### src/rtl/arat_pkg.sv
// Shared types and constants for the adaptive readahead trigger.
// No dependencies; imported by arat_core and adaptive_readahead_trigger_top.
package arat_pkg;

  localparam int WINDOW_BITS_DEF = 10;

  localparam logic [2:0] FUNC_NEXT_REC  = 3'd0;
  localparam logic [2:0] FUNC_PREV_REC  = 3'd1;
  localparam logic [2:0] FUNC_NEXT_PAGE = 3'd2;
  localparam logic [2:0] FUNC_PREV_PAGE = 3'd3;
  localparam logic [2:0] FUNC_JUMP      = 3'd4;

  localparam logic [1:0] PH_INIT = 2'd0;
  localparam logic [1:0] PH_PF   = 2'd1;
  localparam logic [1:0] PH_ALL  = 2'd2;
  localparam logic [1:0] PH_STOP = 2'd3;

  localparam logic [1:0] DIR_UNSET = 2'd0;
  localparam logic [1:0] DIR_FWD   = 2'd1;
  localparam logic [1:0] DIR_BWD   = 2'd2;

  localparam logic [2:0] CFG_CONSUMER_GAP   = 3'd0;
  localparam logic [2:0] CFG_PAGE_ENTRY_GAP = 3'd1;
  localparam logic [2:0] CFG_WINDOW_MIN     = 3'd2;
  localparam logic [2:0] CFG_WINDOW_GROWTH  = 3'd3;
  localparam logic [2:0] CFG_WINDOW_MAX     = 3'd4;

  localparam logic [9:0]  CONSUMER_GAP_RST   = 10'd2;
  localparam logic [15:0] PAGE_ENTRY_GAP_RST = 16'd4;
  localparam logic [9:0]  WINDOW_MIN_RST     = 10'd4;
  localparam logic [4:0]  WINDOW_GROWTH_RST  = 5'd2;
  localparam logic [9:0]  WINDOW_MAX_RST     = 10'd64;

  typedef struct packed {
    logic [9:0]  consumer_gap;
    logic [15:0] page_entry_gap;
    logic [9:0]  window_min;
    logic [4:0]  window_growth;
    logic [9:0]  window_max;
  } cfg_t;

  typedef struct packed {
    logic [2:0]  func;
    logic        prefetch_enabled;
    logic        path_valid;
    logic [15:0] entries_ahead;
  } event_t;

  typedef struct packed {
    logic       result_code;
    logic       fetch_start;
    logic [9:0] fetch_pages;
    logic       fetch_backward;
    logic       relocate;
  } result_t;

endpackage

### src/rtl/adaptive_readahead_trigger_top.sv
// Adaptive readahead trigger: an accepted beat's result is registered before out_valid.
// Throughput one beat per cycle while in_stall is low.
// A two-entry result queue lets in_ accept while a result waits on out_stall.
// rst_n is synchronous: state to initial, registers to defaults, queue empty.
// Depends on arat_pkg and arat_core.
module adaptive_readahead_trigger_top #(
  parameter int WINDOW_BITS = arat_pkg::WINDOW_BITS_DEF
) (
  input  logic        clk,
  input  logic        rst_n,
  input  logic        cfg_we,
  input  logic [2:0]  cfg_index,
  input  logic [15:0] cfg_wdata,
  input  logic        in_valid,
  output logic        in_stall,
  input  logic [2:0]  in_func,
  input  logic        in_prefetch_enabled,
  input  logic        in_path_valid,
  input  logic [15:0] in_entries_ahead,
  output logic        out_valid,
  input  logic        out_stall,
  output logic        out_result_code,
  output logic        out_fetch_start,
  output logic [9:0]  out_fetch_pages,
  output logic        out_fetch_backward,
  output logic        out_relocate
);
  import arat_pkg::*;

  cfg_t    cfg_r;
  event_t  ev;
  result_t res;
  result_t head_r, skid_r;
  logic    head_v_r, skid_v_r;
  logic    push, pop;

  always_ff @(posedge clk) begin
    if (!rst_n) begin
      cfg_r.consumer_gap   <= CONSUMER_GAP_RST;
      cfg_r.page_entry_gap <= PAGE_ENTRY_GAP_RST;
      cfg_r.window_min     <= WINDOW_MIN_RST;
      cfg_r.window_growth  <= WINDOW_GROWTH_RST;
      cfg_r.window_max     <= WINDOW_MAX_RST;
    end else if (cfg_we) begin
      case (cfg_index)
        CFG_CONSUMER_GAP:   cfg_r.consumer_gap   <= cfg_wdata[9:0];
        CFG_PAGE_ENTRY_GAP: cfg_r.page_entry_gap <= cfg_wdata;
        CFG_WINDOW_MIN:     cfg_r.window_min     <= cfg_wdata[9:0];
        CFG_WINDOW_GROWTH:  cfg_r.window_growth  <= cfg_wdata[4:0];
        CFG_WINDOW_MAX:     cfg_r.window_max     <= cfg_wdata[9:0];
        default: ;
      endcase
    end
  end

  assign ev.func             = in_func;
  assign ev.prefetch_enabled = in_prefetch_enabled;
  assign ev.path_valid       = in_path_valid;
  assign ev.entries_ahead    = in_entries_ahead;

  assign in_stall = skid_v_r;
  assign push     = in_valid && !in_stall;
  assign pop      = head_v_r && !out_stall;

  arat_core #(
    .WINDOW_BITS(WINDOW_BITS)
  ) u_core (
    .clk      (clk),
    .rst_n    (rst_n),
    .ev_accept(push),
    .ev       (ev),
    .cfg      (cfg_r),
    .res      (res)
  );

  always_ff @(posedge clk) begin
    if (!rst_n) begin
      head_v_r <= 1'b0;
      skid_v_r <= 1'b0;
    end else if (!head_v_r || pop) begin
      if (skid_v_r) begin
        head_v_r <= 1'b1;
        skid_v_r <= push;
      end else begin
        head_v_r <= push;
      end
    end else if (push) begin
      skid_v_r <= 1'b1;
    end
  end

  always_ff @(posedge clk) begin
    if (!head_v_r || pop) begin
      if (skid_v_r) begin
        head_r <= skid_r;
        if (push) begin
          skid_r <= res;
        end
      end else if (push) begin
        head_r <= res;
      end
    end else if (push) begin
      skid_r <= res;
    end
  end

  assign out_valid          = head_v_r;
  assign out_result_code    = head_r.result_code;
  assign out_fetch_start    = head_r.fetch_start;
  assign out_fetch_pages    = head_r.fetch_pages;
  assign out_fetch_backward = head_r.fetch_backward;
  assign out_relocate       = head_r.relocate;

endmodule

### src/rtl/arat_core.sv
// Decision logic and cursor state of the adaptive readahead trigger.
// Depends on arat_pkg; one event is resolved per accepted beat.
module arat_core #(
  parameter int WINDOW_BITS = arat_pkg::WINDOW_BITS_DEF
) (
  input  logic             clk,
  input  logic             rst_n,
  input  logic             ev_accept,
  input  arat_pkg::event_t ev,
  input  arat_pkg::cfg_t   cfg,
  output arat_pkg::result_t res
);
  import arat_pkg::*;

  localparam int PW   = WINDOW_BITS + 5;
  localparam int CW   = (PW > 10) ? PW : 10;
  localparam int EW   = (WINDOW_BITS > 10) ? WINDOW_BITS : 10;
  localparam int SUMW = 17;
  localparam logic [CW-1:0] LIMIT = CW'((1 << WINDOW_BITS) - 1);

  logic [1:0]             phase_r, phase_nxt;
  logic                   active_r, active_nxt;
  logic [1:0]             dir_r, dir_nxt;
  logic [15:0]            pages_r, pages_nxt;
  logic [WINDOW_BITS-1:0] window_r, window_nxt;

  logic                   qual;
  logic [1:0]             dir_w;
  logic [1:0]             ph_w;
  logic [15:0]            pr_w;
  logic [WINDOW_BITS-1:0] wp_w;
  logic                   fetch_w;
  logic [PW-1:0]          prod_w;
  logic [CW-1:0]          cand_w;
  logic [WINDOW_BITS-1:0] grown_w;
  logic [EW-1:0]          grown_ext;

  assign qual   = ev.prefetch_enabled & ev.path_valid;
  assign dir_w  = ev.func[0] ? DIR_BWD : DIR_FWD;
  assign prod_w = PW'(wp_w) * PW'(cfg.window_growth);

  always_comb begin
    if (wp_w == '0) begin
      cand_w = CW'(cfg.window_min);
    end else if (CW'(prod_w) > CW'(cfg.window_max)) begin
      cand_w = CW'(cfg.window_max);
    end else begin
      cand_w = CW'(prod_w);
    end
    if (cand_w > LIMIT) begin
      grown_w = LIMIT[WINDOW_BITS-1:0];
    end else begin
      grown_w = cand_w[WINDOW_BITS-1:0];
    end
  end

  assign grown_ext = EW'(grown_w);

  always_comb begin
    phase_nxt  = phase_r;
    active_nxt = active_r;
    dir_nxt    = dir_r;
    pages_nxt  = pages_r;
    window_nxt = window_r;
    res        = '0;
    ph_w       = phase_r;
    pr_w       = pages_r;
    wp_w       = window_r;
    fetch_w    = 1'b0;
    if (ev.func == FUNC_JUMP) begin
      phase_nxt  = PH_INIT;
      active_nxt = 1'b1;
      dir_nxt    = DIR_UNSET;
      pages_nxt  = '0;
      window_nxt = '0;
    end else if (ev.func < FUNC_JUMP) begin
      if (!qual) begin
        active_nxt = 1'b0;
        phase_nxt  = PH_STOP;
        res.result_code = 1'b1;
      end else if (!active_r) begin
        res.result_code = 1'b1;
      end else if (phase_r != PH_ALL) begin
        if (dir_r != DIR_UNSET && dir_r != dir_w) begin
          ph_w = PH_INIT;
          pr_w = '0;
          wp_w = '0;
        end
        if (ev.func[1] && pr_w != 16'hFFFF) begin
          pr_w = pr_w + 16'd1;
        end
        fetch_w = SUMW'(wp_w) <= SUMW'(pr_w) + SUMW'(cfg.consumer_gap);
        if (ph_w == PH_INIT && ev.entries_ahead < cfg.page_entry_gap) begin
          fetch_w = 1'b1;
        end
        dir_nxt    = dir_w;
        phase_nxt  = ph_w;
        pages_nxt  = pr_w;
        window_nxt = wp_w;
        if (fetch_w) begin
          res.fetch_start    = 1'b1;
          res.fetch_pages    = grown_ext[9:0];
          res.fetch_backward = (dir_w == DIR_BWD);
          res.relocate       = (ph_w == PH_PF) || (ph_w == PH_ALL);
          phase_nxt  = PH_PF;
          pages_nxt  = '0;
          window_nxt = grown_w;
        end
      end
    end
  end

  always_ff @(posedge clk) begin
    if (!rst_n) begin
      phase_r  <= PH_INIT;
      active_r <= 1'b1;
      dir_r    <= DIR_UNSET;
      pages_r  <= '0;
      window_r <= '0;
    end else if (ev_accept) begin
      phase_r  <= phase_nxt;
      active_r <= active_nxt;
      dir_r    <= dir_nxt;
      pages_r  <= pages_nxt;
      window_r <= window_nxt;
    end
  end

`ifndef SYNTHESIS
  a_off_no_fetch: assert property (@(posedge clk) disable iff (!rst_n)
    res.result_code |-> !res.fetch_start)
    else $error("fetch issued while switched off");
  a_reloc_fetch: assert property (@(posedge clk) disable iff (!rst_n)
    res.relocate |-> res.fetch_start)
    else $error("relocate without fetch");
  a_off_stopped: assert property (@(posedge clk) disable iff (!rst_n)
    !active_r |-> phase_r == PH_STOP)
    else $error("inactive controller not stopped");
  a_jump_clears: assert property (@(posedge clk) disable iff (!rst_n)
    ev_accept && ev.func == FUNC_JUMP |=>
      active_r && phase_r == PH_INIT && pages_r == '0 && window_r == '0)
    else $error("jump did not clear state");
`endif

endmodule

### config.mk
export PLATFORM = sky130hd
export DESIGN_NAME = adaptive_readahead_trigger_top
export DESIGN_NICKNAME = d
export VERILOG_FILES = /design/src/rtl/arat_pkg.sv /design/src/rtl/adaptive_readahead_trigger_top.sv /design/src/rtl/arat_core.sv
export SDC_FILE = /design/constraint.sdc
export NUM_CORES = 1
export LEC_CHECK = 0
export BUFFER_PORTS_ARGS = -buffer_cell sky130_fd_sc_hd__buf_2
export CAP_MARGIN = 40
export CORE_MARGIN = 2
export CORE_UTILIZATION = 40
export DETAILED_ROUTE_END_ITERATION = 16
export HOLD_SLACK_MARGIN = 0.15
export PLACE_DENSITY = 0.56
export SLEW_MARGIN = 0
export SYNTH_ARGS = -nofsm -noshare
export SYNTH_HDL_FRONTEND = slang
export SYNTH_SLANG_ARGS = --single-unit
### constraint.sdc
create_clock -name clk -period 20.2 [get_ports clk]
set_input_delay 4.04 -clock clk [delete_from_list [all_inputs] [get_ports clk]]
set_output_delay 4.04 -clock clk [all_outputs]
set_load 0.02 [all_outputs]
==> flow_metrics.env <==
export IMPL_path_buf_inv=4
export IMPL_synth_avg_cell_area_um2=8.655
export IMPL_final_cell_mix="nand2_1, dfxtp_1, inv_1, ha_1, buf_2"
export IMPL_ys_seq_area_frac=0.3120
export IMPL_criticalPathCategory="input pin to register"
export IMPL_clkSinkCount=112
export IMPL_synth_distinct_cells=63
export IMPL_place_area_um2=8662
export IMPL_worst_slew_pin_slew_ns=0.8132
export IMPL_grt_pass1_wl_mm=32.74
export IMPL_rsz0062_at_grt="no"
export IMPL_hold_viol=0
export IMPL_maxCapViolations=0
export IMPL_stdcell_area_um2=8971
export IMPL_grt_max_degree=79
export IMPL_track_usage=0.1887
export IMPL_async_flop_share=0
export IMPL_cts_tree="yes"
export IMPL_setup_viol=0
export IMPL_cpMostUsedCell="fa_1"
export IMPL_die_area_um2=21360
export IMPL_finalCriticalPeriod_ns=11.13
export IMPL_drv_slew=0
export IMPL_critPathTopFamily="simple AND/OR/NAND/NOR gates"
export IMPL_place_ws_ns=8.715
export IMPL_netlist_area_um2=8084
export IMPL_synthToLayoutAreaGrowth_pct=10.97
export IMPL_clock_path_buffers=2
export IMPL_ios=61
export IMPL_drive_gt1_frac=0.1104
export IMPL_fmax_mhz=89.83
export IMPL_synth_edf_count=28
export IMPL_clk_latency_ns=0.36
export IMPL_syn_inst=934
export IMPL_routed_via_density=5.346
export IMPL_cts_setup_buffers=0
export IMPL_final_common_cell="nand2_1"
export IMPL_wl_mm=20.02
export IMPL_numPortBuffers=60
export IMPL_fp_dieH_um=146.2
export IMPL_startpoint_type="input pin"
export IMPL_crit_path_max_fanout=31
export IMPL_ant_nets=0
export IMPL_clk_pin_slew_ns=0.08
export IMPL_first_pass_iters=7
export IMPL_layout_nets=1113
export IMPL_post_route_period_util=0.5511
export IMPL_start_util=0.4034
export IMPL_ir_drop_uv=51.50
export IMPL_r2r_slack_ns=12.39
export IMPL_pwr_density_cell_nw_per_um2=52.84
export IMPL_cts_resized=0
export IMPL_post_dp_hpwl_mm=14.98
export IMPL_setup_ws_ns=9.068
export IMPL_cpPeakStageDelay_ns=0.54
export IMPL_required_ns=20.30
export IMPL_setup_tns_ns=0
export IMPL_die_width_um=146.2
export IMPL_cts_inserted_buffers=9
export IMPL_crit_arrival_ns=11.23
export IMPL_dp_cells=1232
export IMPL_antenna_found_initial=0
export IMPL_diodes=0
export IMPL_wire_per_inst_um=16.04
export IMPL_overflow=0
export IMPL_core_area_um2=20040
export IMPL_cp_end_kind="register"
export IMPL_num_rows=52
export IMPL_ys_flop_type="dfxtp_1"
export IMPL_gp_congestion=0.8541
export IMPL_ys_ff_latch=112
export IMPL_yosys_warnings=0
export IMPL_hold_class="register to register"
export IMPL_cts_hold_buf=0
export IMPL_layoutNonFillerInstCount=1248
export IMPL_outcome="finished clean"
export IMPL_fin_worst_skew_ns=0.01122
export IMPL_synth_fp_nets=1074
export IMPL_slowest_stage="nor3_1"
export IMPL_cts_root_buf="clkbuf_16"
export IMPL_drtIter0Drc=327
export IMPL_vias=6672
export IMPL_drc=0
export IMPL_slew_headroom=0.4575
export IMPL_p_leak_nw=3.777
export IMPL_htree_levels=3
export IMPL_grt_pass1_vias=6298
## area by class of cell
cell class	count	area (um^2)
fill	2064	11070
multi-input combinational	707	5110
sequential	112	2522
timing repair buffer	71	421.7
tap	270	337.8
inverter	72	270.3
clock buffer	9	225.2
clock inverter	7	83.83
## cells by family (layout without fill, tap and decap cells)
| kind of cell | after synthesis | after routing | share of synthesized area |
|---|---|---|---|
| and+or+nand+nor | 358 | 358 | 0.2221 |
| AOI/OAI and AO/OA | 199 | 199 | 0.1732 |
| buffers and inverters | 115 | 159 | 0.05587 |
| DFF | 112 | 112 | 0.3120 |
| adders and majority gates | 95 | 95 | 0.1703 |
| muxes | 31 | 31 | 0.04055 |
| xor gates and xnor gates | 24 | 24 | 0.02600 |
## flip-flops by register name, indices dropped and copies added (netlist names)
signal / count
out_valid: 1
out_relocate: 1
u_core.active_r: 1
cfg_r: 51
out_fetch_pages: 10
skid_r: 14
u_core.pages_r: 16
out_fetch_start: 1
in_stall: 1
u_core.phase_r: 2
out_fetch_backward: 1
u_core.dir_r: 2
out_result_code: 1
u_core.window_r: 10
## power by group
group	internal (mW)	leakage, nW	switching, mW	total (mW)
registers	0.235	0.942	0.00365	0.239
logic	0.0179	2.68	0.0281	0.0461
clock network	0.0990	0.150	0.0904	0.189
total	0.352	3.78	0.122	0.474
## routing by layer
layer  vias up  global-route usage  routed length [um]
met5         -                   0                   0
met4         0             0.05291                 328
met3        19             0.03000                 773
met2       109              0.3066                9282
met1      3160              0.2612                9638
li1       3384                   -                   -
## synth_stat cells (20+ instances only)
master / count / area (um^2)
a21boi_0: 46 / 345.3
a21oi_1: 34 / 170.2
and3_1: 44 / 275.3
clkbuf_1: 34 / 127.6
dfxtp_1: 84 / 1682
edfxtp_1: 28 / 840.8
fa_1: 25 / 500.5
ha_1: 70 / 875.8
inv_1: 72 / 270.3
mux2i_1: 20 / 200.2
nand2_1: 151 / 566.8
nand3_1: 30 / 150.1
nor2_1: 34 / 127.6
nor2b_1: 26 / 162.7
o21ai_0: 23 / 115.1
## path summary, 6_finish.rpt
kind,from,endpoint,cells after the start
max,in_prefetch_enabled,out_fetch_pages[4]$_DFFE_PP_,27
min,cfg_r[36]$_SDFFE_PN0P_,cfg_r[36]$_SDFFE_PN0P_,2
max reg2reg,u_core.phase_r[1]$_SDFFE_PN0P_,out_fetch_pages[4]$_DFFE_PP_,27
min reg2reg,cfg_r[36]$_SDFFE_PN0P_,cfg_r[36]$_SDFFE_PN0P_,2
## tightest hold or removal path, cell delays in order, from the launching register on
cell,delay [ns]
dfxtp_1,0.31
nand2_1,0.05
a21boi_0,0.06
## per-stage QoR
stage	power (mW)	hold WS [ns]	utilization
3_3_place_gp	0.2897	0.4550	0.4288
5_1_grt	0.4937	0.4929	0.4477
6_report	0.4741	0.4664	0.4477
3_5_place_dp	0.2904	0.4594	0.4323
4_1_cts	0.4786	0.4700	0.4477
2_1_floorplan	0.2719	0.4389	-
(Power assumes the default switching activity.)
